===== src/hw/rtl/kbs_pkg.sv =====
`default_nettype none
package kbs_pkg;

  // shape values and basis format
  localparam int SHAPE_W    = 16;
  localparam int BASIS_W    = 20;
  localparam int BASIS_N    = 16;
  localparam int KB_W       = 50;
  localparam int STEPS_W    = 7;
  localparam int IDX_W      = 6;
  localparam int MAX_STEPS  = 64;
  localparam int CFG_IDX_W  = 4;
  localparam int CFG_DATA_W = 16;
  localparam int NUM_LANES  = 3;

  localparam logic signed [SHAPE_W-1:0] SHAPE_ONE = 16'sd16384;

  // register map
  localparam logic [CFG_IDX_W-1:0] CFG_TENSION    = 4'd0;
  localparam logic [CFG_IDX_W-1:0] CFG_BIAS       = 4'd1;
  localparam logic [CFG_IDX_W-1:0] CFG_CONTINUITY = 4'd2;
  localparam logic [CFG_IDX_W-1:0] CFG_STEPS      = 4'd3;

  typedef logic signed [BASIS_W-1:0] bcoef_t;
  typedef bcoef_t basis_t [BASIS_N];

  // basis for zero tension, bias and continuity (Catmull-Rom), row major
  localparam basis_t BASIS_RESET = '{
    -20'sd8192,  20'sd24576, -20'sd24576,  20'sd8192,
     20'sd16384, -20'sd40960,  20'sd32768, -20'sd8192,
    -20'sd8192,  20'sd0,       20'sd8192,   20'sd0,
     20'sd0,     20'sd16384,   20'sd0,      20'sd0
  };

  typedef struct packed {
    logic signed [SHAPE_W-1:0] tension;
    logic signed [SHAPE_W-1:0] bias;
    logic signed [SHAPE_W-1:0] continuity;
  } shape_t;

  // sequencer to lanes
  typedef struct packed {
    logic             load;
    logic             mac;
    logic [1:0]       row;
    logic [1:0]       col;
    logic             init;
    logic             mul;
    logic             prep;
    logic             div;
    logic             add;
    logic [1:0]       k;
    logic [IDX_W-1:0] i;
    logic [IDX_W-1:0] n;
  } ctl_t;

  // sequencer to output stage
  typedef struct packed {
    logic             load;
    logic [IDX_W-1:0] idx;
    logic             last;
  } emit_t;

  function automatic logic signed [SHAPE_W-1:0] clamp_shape(input logic signed [SHAPE_W-1:0] v);
    logic signed [SHAPE_W-1:0] r;
    begin
      r = v;
      if (v > SHAPE_ONE) r = SHAPE_ONE;
      if (v < -SHAPE_ONE) r = -SHAPE_ONE;
      return r;
    end
  endfunction

  // round a Q43 basis term to Q14 and saturate to the entry width
  function automatic bcoef_t round_basis(input logic signed [KB_W-1:0] kv);
    logic signed [KB_W-1:0] rnd;
    logic signed [KB_W-1:0] sh;
    bcoef_t r;
    begin
      rnd = kv + (50'sd1 <<< 28);
      sh  = rnd >>> 29;
      if (sh[KB_W-1:BASIS_W-1] == '0 || sh[KB_W-1:BASIS_W-1] == '1) begin
        r = sh[BASIS_W-1:0];
      end else begin
        r = {sh[KB_W-1], {(BASIS_W-1){~sh[KB_W-1]}}};
      end
      return r;
    end
  endfunction

  // index of the final point, from the steps register
  function automatic logic [IDX_W-1:0] last_index(input logic [STEPS_W-1:0] s);
    logic [IDX_W-1:0] r;
    begin
      r = IDX_W'(s - 7'd1);
      if (s < 7'd2) r = 6'd1;
      if (s > 7'(MAX_STEPS)) r = IDX_W'(MAX_STEPS - 1);
      return r;
    end
  endfunction

endpackage
`default_nettype wire


===== src/hw/rtl/kbs_if.sv =====
`default_nettype none


interface kbs_out_if #(parameter int COORD_WIDTH = 24);
  logic valid;
  logic ready;
  logic signed [COORD_WIDTH-1:0] out_x, out_y, out_z;
  logic [5:0] point_index;
  logic last;
  modport source (output valid, out_x, out_y, out_z, point_index, last, input ready);
  modport sink (input valid, out_x, out_y, out_z, point_index, last, output ready);
endinterface

`default_nettype wire


===== src/hw/rtl/kbs_merge.sv =====
`default_nettype none
module kbs_merge #(
  parameter int COORD_WIDTH = 24
) (
  input  logic                          clk,
  input  logic                          rst,
  input  kbs_pkg::emit_t                emit,
  input  logic signed [COORD_WIDTH-1:0] lane_val [kbs_pkg::NUM_LANES],
  output logic                          room,
  kbs_out_if.source                     res
);
  import kbs_pkg::*;

  assign room = !res.valid || res.ready;

  // hold the point until the transfer completes
  always_ff @(posedge clk) begin
    if (rst) begin
      res.valid <= 1'b0;
    end else begin
      if (emit.load) res.valid <= 1'b1;
      else if (res.ready) res.valid <= 1'b0;
    end
  end

  always_ff @(posedge clk) begin
    if (emit.load) begin
      res.out_x       <= lane_val[0];
      res.out_y       <= lane_val[1];
      res.out_z       <= lane_val[2];
      res.point_index <= emit.idx;
      res.last        <= emit.last;
    end
  end

endmodule
`default_nettype wire


===== src/flat_wrapper.sv =====
// flat-port wrapper written by rule: the top's interface ports become plain ports
module kbs_merge_flat import kbs_pkg::*;
#(
  parameter int COORD_WIDTH = 24
)
  (clk, rst, emit, lane_val, room, res_valid, res_out_x, res_out_y, res_out_z, res_point_index, res_last, res_ready);
  kbs_out_if #(.COORD_WIDTH(COORD_WIDTH)) res_i ();
  input  logic clk;
  input  logic rst;
  input  kbs_pkg::emit_t emit;
  input  logic signed [COORD_WIDTH-1:0] lane_val[kbs_pkg::NUM_LANES];
  output logic room;
  output wire logic [$bits(res_i.valid)-1:0] res_valid;
  output wire logic [$bits(res_i.out_x)-1:0] res_out_x;
  output wire logic [$bits(res_i.out_y)-1:0] res_out_y;
  output wire logic [$bits(res_i.out_z)-1:0] res_out_z;
  output wire logic [$bits(res_i.point_index)-1:0] res_point_index;
  output wire logic [$bits(res_i.last)-1:0] res_last;
  input wire logic [$bits(res_i.ready)-1:0] res_ready;
  assign res_valid = res_i.valid;
  assign res_out_x = res_i.out_x;
  assign res_out_y = res_i.out_y;
  assign res_out_z = res_i.out_z;
  assign res_point_index = res_i.point_index;
  assign res_last = res_i.last;
  assign res_i.ready = res_ready;
  kbs_merge #(.COORD_WIDTH(COORD_WIDTH)) u_core (.clk(clk), .rst(rst), .emit(emit), .lane_val(lane_val), .room(room), .res(res_i));
endmodule

===== config.mk =====
export PLATFORM = sky130hd
export DESIGN_NAME = kbs_merge_flat
export DESIGN_NICKNAME = d
export VERILOG_FILES = /design/src/hw/rtl/kbs_pkg.sv /design/src/hw/rtl/kbs_if.sv /design/src/hw/rtl/kbs_merge.sv /design/src/flat_wrapper.sv
export SDC_FILE = /design/constraint.sdc
export NUM_CORES = 1
export LEC_CHECK = 0
export BUFFER_PORTS_ARGS = -buffer_cell sky130_fd_sc_hd__buf_2
export CAP_MARGIN = 10
export CORE_ASPECT_RATIO = 0.7
export CORE_UTILIZATION = 42
export CTS_CLUSTER_DIAMETER = 120
export DETAILED_ROUTE_END_ITERATION = 16
export MAX_ROUTING_LAYER = met4
export PLACE_DENSITY = 0.81
export REMOVE_ABC_BUFFERS = 1
export SYNTH_ARGS = -nofsm -noshare
export SYNTH_HDL_FRONTEND = slang
export SYNTH_SLANG_ARGS = --single-unit

===== constraint.sdc =====
create_clock -name clk -period 2 [get_ports clk]
set_clock_uncertainty 0.1 [all_clocks]
set_input_delay 0.4 -clock clk [delete_from_list [all_inputs] [get_ports clk]]
set_output_delay 0.4 -clock clk [all_outputs]
set_load 0.05 [all_outputs]

Yosys cells after proc, flatten, opt, wreduce, memory -nomap -nowiden --
Cells that the tools add are included.
Storage, ports and cells: flip-flop bits (word level) 80, bits of input ports 83, output and inout port bits 81, logic and storage cells 11
Operators by class: multiplexer cells 2, reductions and logical operators 3
Operator list (number):
- $mux W1 | 2
- $reduce_bool A2 Y1 | 1
- $logic_not A1 Y1 | 1
- $logic_or A1 B1 Y1 | 1

Logic depth before layout (Yosys ltp) --
depth after elaboration 2, gate-level depth with buffers 2, depth with buffers taken out 2

Worst setup path after synthesis --
OpenSTA, ideal clock, no wires.
kind reg2out, start point register u_core.res.valid, end point output room, data arrival time 0.871 ns, slack 0.629 ns, cell stages (with the launch flop) 2, path buffers 0, cells stage by stage dfxtp_1 nand2b_4
On the way: cells in the longest elaborated chain, start to end 2
RTL lines:
- start: declaration | line kbs_if.sv:10 | modport source (output valid, out_x, out_y, out_z, point_index, last, input ready);
- start signal: assignment | line kbs_merge.sv:19 | res.valid <= 1'b0;
- start signal: assignment | line kbs_merge.sv:21 | if (emit.load) res.valid <= 1'b1;
- start signal: assignment | line kbs_merge.sv:22 | else if (res.ready) res.valid <= 1'b0;
- $logic_not A1 Y1 | line kbs_merge.sv:14 | assign room = !res.valid || res.ready;
- $logic_or A1 B1 Y1 | line kbs_merge.sv:14
- end: declaration | line flat_wrapper.sv:12 | output logic room;
No other way between the ends.

Worst setup path after layout --
Same ends and word-level chain as after synthesis.

==> flow_metrics.py <==
metrics = {
    "timing": {
        "worst_pin_slew_ns": 0.397,
        "setup_viol": 0,
        "totalNegativeSetupSlack_ns": 0,
        "min_period_ns": 1.49,
        "hold_violations": 0,
        "slew_violations": 0,
        "fmax_mhz": 671,
        "finalCritPeriodShare_pct": 74.5,
        "rsz0062_at_grt": "no",
        "maxSlewHeadroom_pct": 73.5,
    },
    "grt": {
        "grt_pass1_wl_mm": 7.21,
        "grt_antenna_before_repair": 0,
        "overflow": 0,
        "grt_pass1_vias": 1486,
        "grt_util_all_layers_pct": 17.7,
        "grt_start_max_net_pins": 48,
    },
    "critical_path": {
        "reg2reg_from": "u_core.res.valid$_SDFFE_PP0P_",
        "required_ns": 1.50,
        "crit_fanout": 2,
        "cp-end-kind": "primary output",
        "reg2reg_depth": 2,
        "crit_path_start": "u_core.res.valid$_SDFFE_PP0P_",
        "rr_endpoint": "u_core.res.valid$_SDFFE_PP0P_",
        "arrival_ns": 0.99,
        "path_class": "reg -> out",
        "start_kind": "flip-flop",
        "ff2ff_setup_slack_ns": 1.28,
    },
    "route": {
        "wl_mm": 4.96,
        "first_iter_violations": 29,
        "via_count": 1467,
        "drc": 0,
        "dr.pass1.iters": 4,
        "drtAntennaViolNets": 0,
        "post_drt_wl_per_cell_um": 14.8,
        "via_per_inst": 4.37,
    },
    "yosys": {
        "yosys.area.top_type": "edfxtp_1",
        "syn_inst": 83,
        "netlist.area_leader.share_pct": 98.1,
        "synth_seq_cells": 80,
        "syn-cell-area_sq_mm": 0.00242,
        "syn_avg_cell_area_sq_um": 29.1,
        "synthTopCellsByArea": "edfxtp_1 (98%), dfxtp_1 (0.83%), nand2b_4 (0.57%)",
        "synth_cell_type_count": 5,
        "ys_warn_count": 0,
        "ys_seq_area_share_pct": 98.9,
    },
    "clock_tree": {
        "cts_made_buffers": 9,
        "cts_root_buffer": "clkbuf_8",
        "cts_tree": "yes",
        "clock-sinks": 80,
        "h-tree-depth": 3,
        "post-cts-setup-buffers": 0,
        "clk_path_buf_depth": 2,
        "clock_latency_ns": 0.32,
        "clk_pin_slew_worst_paths_ns": 0.07,
        "postCtsHoldBufs": 0,
        "cts_resized": 0,
    },
    "floorplan": {
        "dieWidth_um": 92.7,
        "num_io_pins": 164,
        "initial_core_util_pct": 44.8,
        "die_y_um": 65.5,
        "dieArea_sq_mm": 0.00607,
        "num_rows": 22,
        "core_sq_mm": 0.00540,
    },
    "outcome": {
        "status": "finished, final reports clean",
    },
    "hold_path": {
        "min_path_cells": 2,
        "min_to": "u_core.res.valid$_SDFFE_PP0P_",
        "hp-class": "in -> reg",
        "min_from": "rst",
    },
    "finish": {
        "layout_commonest_cell": "buf_2",
        "seqCellArea_sq_mm": 0.00239,
        "final_cell_mix": "buf_2 (162), edfxtp_1 (79), clkbuf_8 (9), clkbuf_1 (3), clkinv_2 (3)",
        "nNetsFinal": 342,
        "diodes": 0,
        "multi_input_area_sq_um": 22.5,
        "drive_gt1_share_pct": 68.2,
        "stdcell_count": 336,
        "area_growth_syn_to_layout_pct": 46.1,
        "fillCellCount": 406,
    },
    "power": {
        "p_leak_nw": 1.55,
        "ir_drop_uv": 579,
        "powerDensity_mw_per_mm2": 1080,
    },
    "placement": {
        "place.gp.congestion": 0.705,
        "placedCellCount": 320,
        "place_hpwl_mm": 3.83,
        "port_buffers": 163,
    },
    "job": {
        "drv_cap": 0,
    },
}
cell usage after synthesis:
library cell   n
edfxtp_1      79
nand2b_4       1
a21oi_2        1
dfxtp_1        1
inv_1          1
worst max-delay path, stage by stage (launching register included):
cell      delay [ns]
dfxtp_1         0.34
nand2b_4        0.07
buf_2           0.25
area by class of cell:
type,instances,area share (%)
Sequential cell,80,67.7
Timing Repair Buffer,165,23.9
Clock buffer,12,3.82
Tap cell,72,2.55
Clock inverter,4,1.27
Multi-Input combinational cell,2,0.637
Inverter,1,0.106
sequential cells by signal (all words and copies together), names as in the netlist:
signal	cells
u_core.res.valid	1
u_core.res.out_x	24
u_core.res.point_index	6
u_core.res.out_z	24
u_core.res.last	1
u_core.res.out_y	24
per-stage QoR:
stage	power [mW]	setup WS, ns	hold WS [ns]	instance area, sq um	util [%]
floorplan	2.53	0.629	0.362	2420	-
global placement	2.75	0.664	0.372	3350	62.2
detailed placement	2.77	0.659	0.385	3350	62.2
CTS	3.85	0.484	0.104	3530	65.5
global route	3.94	0.466	0.112	3530	65.5
finish	3.80	0.510	0.125	3530	65.5
routing by layer:
metal | part of all wire, % | vias to the layer above | wire length, um | track usage [%]
li1 | - | 688 | - | -
met1 | 34 | 670 | 1670 | 17.3
met2 | 52 | 104 | 2570 | 31.1
met3 | 14 | 5 | 671 | 8.22
met4 | 0.93 | 0 | 46 | 6.92
met5 | 0 | - | 0 | -
report_power, final:
| group | internal [mW] | total [mW] | switching, mW |
|---|---|---|---|
| Combinational | 0.148 | 0.709 | 0.561 |
| Clock | 0.572 | 1.08 | 0.504 |
| Sequential | 1.99 | 2.02 | 0.0299 |
cells by family after synthesis:
family | share of synthesized area (%)
DFF | 98.9
buffers and inverters | 0.155
and+or+nand+nor | 0.569
AOI/OAI and AO/OA | 0.362
worst max path at each step:
stage | end | slack (ns) | cells after the start
finish | room | 0.51 | 2
global route | res_valid | 0.47 | 1
CTS | room | 0.48 | 2
detailed placement | room | 0.66 | 3
global placement | room | 0.66 | 3
floorplan | room | 0.63 | 1
Power figures use the tool's default switching activity.
