## src/hw/rtl/kbs_pkg.sv

```systemverilog
`default_nettype none
package kbs_pkg;

  // shape values and basis format
  localparam int SHAPE_W    = 16;
  localparam int BASIS_W    = 20;
  localparam int BASIS_N    = 16;
  localparam int KB_W       = 50;
  localparam int STEPS_W    = 7;
  localparam int IDX_W      = 6;
  localparam int MAX_STEPS  = 64;
  localparam int CFG_IDX_W  = 4;
  localparam int CFG_DATA_W = 16;
  localparam int NUM_LANES  = 3;

  localparam logic signed [SHAPE_W-1:0] SHAPE_ONE = 16'sd16384;

  // register map
  localparam logic [CFG_IDX_W-1:0] CFG_TENSION    = 4'd0;
  localparam logic [CFG_IDX_W-1:0] CFG_BIAS       = 4'd1;
  localparam logic [CFG_IDX_W-1:0] CFG_CONTINUITY = 4'd2;
  localparam logic [CFG_IDX_W-1:0] CFG_STEPS      = 4'd3;

  typedef logic signed [BASIS_W-1:0] bcoef_t;
  typedef bcoef_t basis_t [BASIS_N];

  // basis for zero tension, bias and continuity (Catmull-Rom), row major
  localparam basis_t BASIS_RESET = '{
    -20'sd8192,  20'sd24576, -20'sd24576,  20'sd8192,
     20'sd16384, -20'sd40960,  20'sd32768, -20'sd8192,
    -20'sd8192,  20'sd0,       20'sd8192,   20'sd0,
     20'sd0,     20'sd16384,   20'sd0,      20'sd0
  };

  typedef struct packed {
    logic signed [SHAPE_W-1:0] tension;
    logic signed [SHAPE_W-1:0] bias;
    logic signed [SHAPE_W-1:0] continuity;
  } shape_t;

  // sequencer to lanes
  typedef struct packed {
    logic             load;
    logic             mac;
    logic [1:0]       row;
    logic [1:0]       col;
    logic             init;
    logic             mul;
    logic             prep;
    logic             div;
    logic             add;
    logic [1:0]       k;
    logic [IDX_W-1:0] i;
    logic [IDX_W-1:0] n;
  } ctl_t;

  // sequencer to output stage
  typedef struct packed {
    logic             load;
    logic [IDX_W-1:0] idx;
    logic             last;
  } emit_t;

  function automatic logic signed [SHAPE_W-1:0] clamp_shape(input logic signed [SHAPE_W-1:0] v);
    logic signed [SHAPE_W-1:0] r;
    begin
      r = v;
      if (v > SHAPE_ONE) r = SHAPE_ONE;
      if (v < -SHAPE_ONE) r = -SHAPE_ONE;
      return r;
    end
  endfunction

  // round a Q43 basis term to Q14 and saturate to the entry width
  function automatic bcoef_t round_basis(input logic signed [KB_W-1:0] kv);
    logic signed [KB_W-1:0] rnd;
    logic signed [KB_W-1:0] sh;
    bcoef_t r;
    begin
      rnd = kv + (50'sd1 <<< 28);
      sh  = rnd >>> 29;
      if (sh[KB_W-1:BASIS_W-1] == '0 || sh[KB_W-1:BASIS_W-1] == '1) begin
        r = sh[BASIS_W-1:0];
      end else begin
        r = {sh[KB_W-1], {(BASIS_W-1){~sh[KB_W-1]}}};
      end
      return r;
    end
  endfunction

  // index of the final point, from the steps register
  function automatic logic [IDX_W-1:0] last_index(input logic [STEPS_W-1:0] s);
    logic [IDX_W-1:0] r;
    begin
      r = IDX_W'(s - 7'd1);
      if (s < 7'd2) r = 6'd1;
      if (s > 7'(MAX_STEPS)) r = IDX_W'(MAX_STEPS - 1);
      return r;
    end
  endfunction

endpackage
`default_nettype wire

```

## src/hw/rtl/kbs_lane.sv

```systemverilog
`default_nettype none
module kbs_lane #(
  parameter int COORD_WIDTH = 24
) (
  input  logic                          clk,
  input  kbs_pkg::ctl_t                 ctl,
  input  logic signed [COORD_WIDTH-1:0] pt [4],
  input  kbs_pkg::bcoef_t               bsel,
  output logic signed [COORD_WIDTH-1:0] result
);
  import kbs_pkg::*;

  localparam int CW        = COORD_WIDTH;
  localparam int COEF_W    = CW + 8;
  localparam int HI_W      = CW - 15;
  localparam int H_W       = CW + 7;
  localparam int L_W       = 39;
  localparam int SUM_W     = CW + 18;
  localparam int PROD_W    = COEF_W + 7;
  localparam int Y_W       = COEF_W + 9;
  localparam int DIV_STEPS = (CW + 24) / 8;
  localparam int DIV_W     = DIV_STEPS * 8;
  localparam int ADD_W     = DIV_W + 2;

  logic signed [CW-1:0] p_r [4];
  logic signed [COEF_W-1:0] coef [4];
  logic signed [H_W-1:0] h_acc, h_base, h_sum;
  logic signed [L_W-1:0] l_acc, l_base, l_sum, l_rnd, l_sh;
  logic signed [CW-1:0] pj, hi_full;
  logic signed [HI_W-1:0] hi;
  logic signed [16:0] lo;
  logic signed [BASIS_W+HI_W-1:0] prod_h;
  logic signed [BASIS_W+16:0] prod_l;
  logic signed [SUM_W-1:0] c_sum;
  logic signed [COEF_W-1:0] c_sat;
  logic signed [COEF_W-1:0] acc;
  logic signed [PROD_W-1:0] prod;
  logic signed [Y_W-1:0] y;
  logic [Y_W-1:0] mag;
  logic neg;
  logic [DIV_W-1:0] dq, dq_next;
  logic [6:0] rem, rem_next;
  logic [7:0] den;
  logic signed [ADD_W-1:0] qs, a_sum;
  logic signed [COEF_W-1:0] a_sat;
  logic signed [COEF_W:0] o_rnd, o_sh;

  // coefficient multiply-accumulate on split point halves
  always_comb begin
    pj      = p_r[ctl.col];
    hi_full = pj >>> 16;
    hi      = hi_full[HI_W-1:0];
    lo      = $signed({1'b0, pj[15:0]});
    prod_h  = bsel * hi;
    prod_l  = bsel * lo;
    h_base  = (ctl.col == 2'd0) ? '0 : h_acc;
    l_base  = (ctl.col == 2'd0) ? '0 : l_acc;
    h_sum   = h_base + H_W'(prod_h);
    l_sum   = l_base + L_W'(prod_l);
    l_rnd   = l_sum + 39'sd32;
    l_sh    = l_rnd >>> 6;
    c_sum   = (SUM_W'(h_sum) <<< 10) + SUM_W'(l_sh);
    if (c_sum[SUM_W-1:COEF_W-1] == '0 || c_sum[SUM_W-1:COEF_W-1] == '1) begin
      c_sat = c_sum[COEF_W-1:0];
    end else begin
      c_sat = {c_sum[SUM_W-1], {(COEF_W-1){~c_sum[SUM_W-1]}}};
    end
  end

  // rounded divide setup: floor((2x+n)/2n) on the magnitude
  always_comb begin
    y   = (Y_W'(prod) <<< 1) + Y_W'($signed({1'b0, ctl.n}));
    den = {1'b0, ctl.n, 1'b0};
    mag = y[Y_W-1] ? (~y + Y_W'(den)) : y;
  end

  // eight quotient bits per cycle
  always_comb begin
    logic [7:0] r9;
    rem_next = rem;
    dq_next  = dq;
    for (int b = 0; b < 8; b++) begin
      r9      = {rem_next, dq_next[DIV_W-1]};
      dq_next = {dq_next[DIV_W-2:0], 1'b0};
      if (r9 >= den) begin
        r9         = r9 - den;
        dq_next[0] = 1'b1;
      end
      rem_next = r9[6:0];
    end
  end

  // Horner step: add the next coefficient and saturate
  always_comb begin
    qs    = neg ? -ADD_W'(dq) : ADD_W'(dq);
    a_sum = qs + ADD_W'(coef[ctl.k]);
    if (a_sum[ADD_W-1:COEF_W-1] == '0 || a_sum[ADD_W-1:COEF_W-1] == '1) begin
      a_sat = a_sum[COEF_W-1:0];
    end else begin
      a_sat = {a_sum[ADD_W-1], {(COEF_W-1){~a_sum[ADD_W-1]}}};
    end
  end

  // drop the extra fraction bits with rounding
  always_comb begin
    o_rnd = (COEF_W+1)'(acc) + (COEF_W+1)'(128);
    o_sh  = o_rnd >>> 8;
    if (o_sh[COEF_W:CW-1] == '0 || o_sh[COEF_W:CW-1] == '1) begin
      result = o_sh[CW-1:0];
    end else begin
      result = {o_sh[COEF_W], {(CW-1){~o_sh[COEF_W]}}};
    end
  end

  always_ff @(posedge clk) begin
    if (ctl.load) p_r <= pt;
    if (ctl.mac) begin
      h_acc <= h_sum;
      l_acc <= l_sum;
      if (ctl.col == 2'd3) coef[ctl.row] <= c_sat;
    end
    if (ctl.init) acc <= coef[0];
    if (ctl.mul) prod <= acc * $signed({1'b0, ctl.i});
    if (ctl.prep) begin
      neg <= y[Y_W-1];
      dq  <= DIV_W'(mag);
      rem <= '0;
    end
    if (ctl.div) begin
      dq  <= dq_next;
      rem <= rem_next;
    end
    if (ctl.add) acc <= a_sat;
  end

endmodule
`default_nettype wire

```

## config.mk

```make
export PLATFORM = sky130hd
export DESIGN_NAME = kbs_lane
export DESIGN_NICKNAME = d
export VERILOG_FILES = /design/src/hw/rtl/kbs_pkg.sv /design/src/hw/rtl/kbs_lane.sv
export SDC_FILE = /design/constraint.sdc
export NUM_CORES = 2
export LEC_CHECK = 0
export ABC_AREA = 0
export BUFFER_PORTS_ARGS = -buffer_cell sky130_fd_sc_hd__clkbuf_2
export CAP_MARGIN = 20
export CORE_MARGIN = 4
export CORE_UTILIZATION = 50
export DETAILED_ROUTE_END_ITERATION = 7
export PLACE_DENSITY = 0.66
export SETUP_SLACK_MARGIN = 0.4
export SLEW_MARGIN = 20
export SYNTH_ARGS = -nofsm -noshare
export SYNTH_HDL_FRONTEND = slang
export SYNTH_SLANG_ARGS = --single-unit
```

## constraint.sdc

```tcl
create_clock -name clk -period 29.3 [get_ports clk]
set_clock_uncertainty 0.2 [all_clocks]
set_input_delay 1.465 -clock clk [delete_from_list [all_inputs] [get_ports clk]]
set_output_delay 1.465 -clock clk [all_outputs]
set_load 0.03 [all_outputs]
```

---- After elaboration in Yosys (flattened, before gate mapping) ----
Memories as Yosys holds them, arrays and structs flattened.
Cells that the tools add are included.
storage, ports and cells
  flip-flop bits (word level) ............. 293
  memory bits (writable) .................. 128
  output and inout port bits .............. 24
  word-level logic and storage cells ...... 94
  memories kept ........................... 1
memories
  memory  depth  width  read ports  clocked after memory_dff  write ports  line            RTL
  coef    4      32     2           0                         1            kbs_lane.sv:26  logic signed [COEF_W-1:0] coef [4];
operators by class
  $add $sub $neg .......................... 17
  $mul .................................... 3
  $lt $le $gt $ge ......................... 9
  equal/unequal tests ..................... 4
  mux-type cells .......................... 35
  bitwise operators ....................... 5
  reductions and logical operators ........ 9
operator list
  cell                                            number
  2-to-1 mux 32 bit                               4
  2-to-1 mux 48 bit                               2
  2-to-1 mux 24 bit                               3
  2-to-1 mux 7 bit                                10
  >= comparator 8 x 7 -> 1 bit                    8
  subtractor 7 bit                                8
  adder 50 x 32 -> 50 bit                         1
  2-to-1 mux 50 bit                               1
  negation 48 -> 50 bit                           1
  binary-select mux 24 bit (select 2 bit)         1
  adder 41 x 33 -> 42 bit                         1
  adder 40 x 7 -> 41 bit                          1
  adder 41 x 7 -> 41 bit                          1
  2-to-1 mux 41 bit                               1
  NOT 41 bit                                      1
  adder 39 x 37 -> 39 bit                         1
  adder 39 x 7 -> 39 bit (second input constant)  1
  multiplier 32 x 7 -> 39 bit                     1
  2-to-1 mux 39 bit                               1
  multiplier 20 x 17 -> 37 bit                    1
  adder 32 x 9 -> 33 bit (second input constant)  1
  adder 31 x 28 -> 31 bit                         1
  2-to-1 mux 31 bit                               1
  multiplier 20 x 8 -> 28 bit                     1
  other kinds (14)                                29

---- Longest topological paths before layout ----
  depth after elaboration ................. 17
  depth in mapped cells ................... 78
  depth with buffers taken out ............ 77

---- Least setup slack after synthesis ----
Ideal clock, no wire load.
  path type ............................... input -> register
  start point ............................. in ctl[1] in the netlist's numbering
  end point ............................... reg rem[3], data pin
  library setup time ...................... 0.256 ns
  arrival time ............................ 16.009 ns
  setup slack ............................. 12.835 ns
  stages on the path ...................... 75
  cells stage by stage .................... inv_1 -> ha_1 -> nand2b_1 -> a21oi_2 -> o311a_1 -> nor2_2 -> mux2i_1 -> ha_1 -> nand3b_1 -> nand3_1 -> a21oi_1 -> o21a_1 -> nand2_2 -> mux2_2 -> ha_1 -> and3_1 -> and2_1 -> a221o_1 -> [39 not listed] -> a21oi_1 -> o21ai_0 -> nand3b_1 -> a21o_1 -> nor2_1 -> and3_1 -> clkbuf_1 -> or2_2 -> o21ai_0 -> ha_1 -> a21oi_1 -> o21bai_1 -> a21o_1 -> a21oi_1 -> o41ai_1 -> a21o_1 -> or3_4 -> o211a_1
between the ends
  cells in the longest elaborated chain, start to end .. 17
ends and longest elaborated chain
  what                                                              line                            RTL
  from (decl)                                                       kbs_lane.sv:6                   input kbs_pkg::ctl_t ctl,
  subtractor 7 bit or >= comparator 8 x 7 -> 1 bit (tied branches)  kbs_lane.sv:86, kbs_lane.sv:85
  2-to-1 mux 7 bit                                                  kbs_lane.sv:85                  if (r9 >= den) begin
  subtractor 7 bit or >= comparator 8 x 7 -> 1 bit (tied branches)  kbs_lane.sv:86, kbs_lane.sv:85
  2-to-1 mux 7 bit                                                  kbs_lane.sv:85
  subtractor 7 bit or >= comparator 8 x 7 -> 1 bit (tied branches)  kbs_lane.sv:86, kbs_lane.sv:85
  2-to-1 mux 7 bit                                                  kbs_lane.sv:85
  subtractor 7 bit or >= comparator 8 x 7 -> 1 bit (tied branches)  kbs_lane.sv:86, kbs_lane.sv:85
  2-to-1 mux 7 bit                                                  kbs_lane.sv:85
  subtractor 7 bit or >= comparator 8 x 7 -> 1 bit (tied branches)  kbs_lane.sv:86, kbs_lane.sv:85
  2-to-1 mux 7 bit                                                  kbs_lane.sv:85
  >= comparator 8 x 7 -> 1 bit or subtractor 7 bit (tied branches)  kbs_lane.sv:85, kbs_lane.sv:86
  2-to-1 mux 7 bit                                                  kbs_lane.sv:85
  subtractor 7 bit or >= comparator 8 x 7 -> 1 bit (tied branches)  kbs_lane.sv:86, kbs_lane.sv:85
  2-to-1 mux 7 bit                                                  kbs_lane.sv:85
  subtractor 7 bit or >= comparator 8 x 7 -> 1 bit (tied branches)  kbs_lane.sv:86, kbs_lane.sv:85
  2-to-1 mux 7 bit *                                                kbs_lane.sv:85
  2-to-1 mux 7 bit *                                                kbs_lane.sv:129                 if (ctl.div) begin
  to (signal assigned)                                              kbs_lane.sv:131                 rem <= rem_next;
  to (decl)                                                         kbs_lane.sv:42                  logic [6:0] rem, rem_next;
Every way passes the cells marked *; elsewhere a longest branch is shown, timed or not.
A chain may end at the register's enable or synchronous reset.

---- Final worst setup path ----
Ends and elaborated chain as after synthesis.

==> impl_metrics.yaml <==
status:
  status: "finished, final reports clean"
synthesis:
  syn_inst: 5482
  synth_compound_area_frac: 0.105
  synth_area_sq_um: 54000
  synth_cell_types: 109
  yosys.area.top_type_share: 0.256
  synth.net_count: 6700
  synth_adder_area_share: 0.345
  synth-edff-count: 421
  synth_seq_cells: 421
  async_reset_ff_frac: 0
  avgSynthCellArea_sq_um: 9.85
  synthSimpleGateAreaFrac: 0.158
  synthMuxAreaShare: 0.0279
  ys.flop_type: "edfxtp_1"
  synth-seq-area-share: 0.234
  synthTopCellsByArea: "fa_1 (26%), edfxtp_1 (23%), ha_1 (8.9%)"
  yosys.area.top_type: "fa_1"
  ys_warn_count: 0
  synthXorXnorAreaFrac: 0.0593
  synth_top_family_by_area: "adder cells"
global_routing:
  grt_pass1_vias: 41200
  grt_pass1_wl_um: 219000
  grt_antenna_before_repair: 1
  grt-ovfl-total: 0
  grt_max_degree: 97
  grt_usage: 0.241
min_path:
  hold_path_depth: 2
  hold_start: "coef[0][31]"
  holdPathEnd: "acc[31]"
  min_path_type: "reg -> reg"
floorplan:
  ioPinCount: 166
  die_h_um: 337
  core_area_sq_um: 107000
  start_util: 0.504
  die_x_um: 337
  rows: 120
  die-area_sq_um: 113000
clock_tree:
  cts_tree: "yes"
  postCtsSetupRepairBufs: 0
  clk_path_buf_depth: 3
  cts_sinks: 421
  ctsHoldBuffers: 0
  path_clk_slew_ns: 0.06
  cts_resized: 0
  cts.htree.levels: 2
  cts_made_buffers: 50
  cts_root_buffer: "clkbuf_16"
  clk_latency_ns: 0.63
finish:
  areaGrowthSynthToFinish_pct: 6.68
  layout-drive-gt1-share: 0.0754
  final_cells: 6937
  layout_common_cells: "inv_1 (775), fa_1 (691), nand2_1 (664), edfxtp_1 (421), ha_1 (385)"
  fin_nets: 6713
  antenna_cells: 0
  layout_commonest_cell: "inv_1"
sta:
  hold_violations: 0
  max-slew-margin-rel: 0.247
  fin_ws_ns: 10.36
  fin_crit_sh: 0.646
  whs_ns: 0.407
  setup_viol: 0
  fmaxAchievable_mhz: 52.8
  grt_setup_unrepaired: "false"
  tightestPinTransition_ns: 1.10
  maxSlewViolCount: 0
  finalCriticalPeriod_ns: 18.94
  final.setup.tns_ns: 0
critical_path:
  worstSetupEndpointType: "register"
  r2r_end: "rem[3]"
  critPathMaxFanout: 11
  path_common_cell: "ha_1"
  start_kind: "primary input"
  arrival_ns: 19.10
  crit_type: "in -> reg"
  path_buf_inv: 3
  crit_family: "compound AO/OA/AOI/OAI gates"
  r2r_slack_ns: 11.68
  r2r_cells: 71
  crit_path_top_delay_cell: "inv_1"
  critPathMaxStageDelay_ns: 0.67
  reg2reg_from: "rem[2]"
  worst-endpoint-required_ns: 29.47
drt:
  detail_route.first_pass.iterations: 6
  wl_per_cell_um: 19.3
  drtIter0Drc: 2664
  wirelength_um: 134000
  routed_via_density: 5.63
  ant_nets: 0
  route.detailed.drc: 0
  vias: 39100
job:
  drv_cap: 0
place:
  place_inst: 6846
  dp_slack_ns: 9.74
  hpwl_um: 106000
  gp_congestion: 0.915
  portBuffers: 165
[layer usage]
| layer | GRT usage | up-vias | share of wire |
|---|---|---|---|
| li1 | - | 18300 | - |
| met1 | 0.313 | 19600 | 0.42 |
| met2 | 0.435 | 901 | 0.51 |
| met3 | 0.0235 | 192 | 0.043 |
| met4 | 0.0628 | 0 | 0.027 |
| met5 | 0 | - | 0 |
[cells by family after synthesis]
| family | after synthesis |
|---|---|
| AND/OR/NAND/NOR | 1680 |
| adder cells (fa/ha/maj) | 1076 |
| multiplexers | 79 |
| buffers and inverters | 1002 |
| flip-flops | 421 |
| AO/OA/AOI/OAI | 858 |
| XOR/XNOR | 366 |
[per-stage QoR]
| stage | util | area, sq um |
|---|---|---|
| after floorplan | - | 54000 |
| after global placement | 0.522 | 55900 |
| after detailed placement | 0.522 | 55900 |
| after CTS | 0.537 | 57600 |
| after global routing | 0.537 | 57600 |
| final | 0.537 | 57600 |
[area by class of cell]
type,count,area [sq um]
fillers,9667,49600
multi-input cells,4059,37600
flip-flops and latches,421,12600
inverters,776,2910
well taps,1403,1760
clock buffers,57,1280
repair buffers,187,1000
clock inverters,34,418
[sequential cells by signal (all words and copies together), names as in the netlist]
register,cells
h_acc,31
acc,32
l_acc,39
rem,7
p_r,96
coef,128
prod,39
dq,48
neg,1
[worst reg2reg max path: cells and delay by family (launching register included)]
kind / cells / cell delay [ns]
AOI/OAI and AO/OA: 37 / 9.06
buffers and inverters: 1 / 0.10
and+or+nand+nor: 23 / 4.16
DFF: 1 / 0.42
muxes: 2 / 0.79
adders and majority gates: 8 / 2.66
[cells in the mapped netlist, drive strengths merged (36+ instances only)]
| library cell | n |
|---|---|
| nor2b | 45 |
| inv | 776 |
| a211oi | 42 |
| ha | 385 |
| nand3 | 95 |
| nand2 | 666 |
| nand2b | 53 |
| o21ai | 235 |
| nor3 | 66 |
| xnor2 | 262 |
| mux4 | 56 |
| and2 | 356 |
| xor2 | 104 |
| a21o | 89 |
| nor2 | 162 |
| a21oi | 203 |
| fa | 691 |
| edfxtp | 421 |
| clkbuf | 203 |
| nand4 | 36 |
| and3 | 42 |
| o31ai | 46 |
[worst max-delay path by stage]
stage | slack, ns | endpoint | start | depth (start not counted)
2_1_floorplan | 12.84 | rem[3] | ctl[1] | 75
3_3_place_gp | 9.80 | rem[3] | ctl[1] | 75
3_5_place_dp | 9.74 | rem[3] | ctl[1] | 75
4_1_cts | 10.35 | rem[3] | ctl[1] | 75
5_1_grt | 8.76 | rem[3] | ctl[1] | 76
6_report | 10.36 | rem[3] | ctl[1] | 73
Power is not shown: default switching activity piles up to over one toggle a cycle in this logic, so the estimate is an artifact.
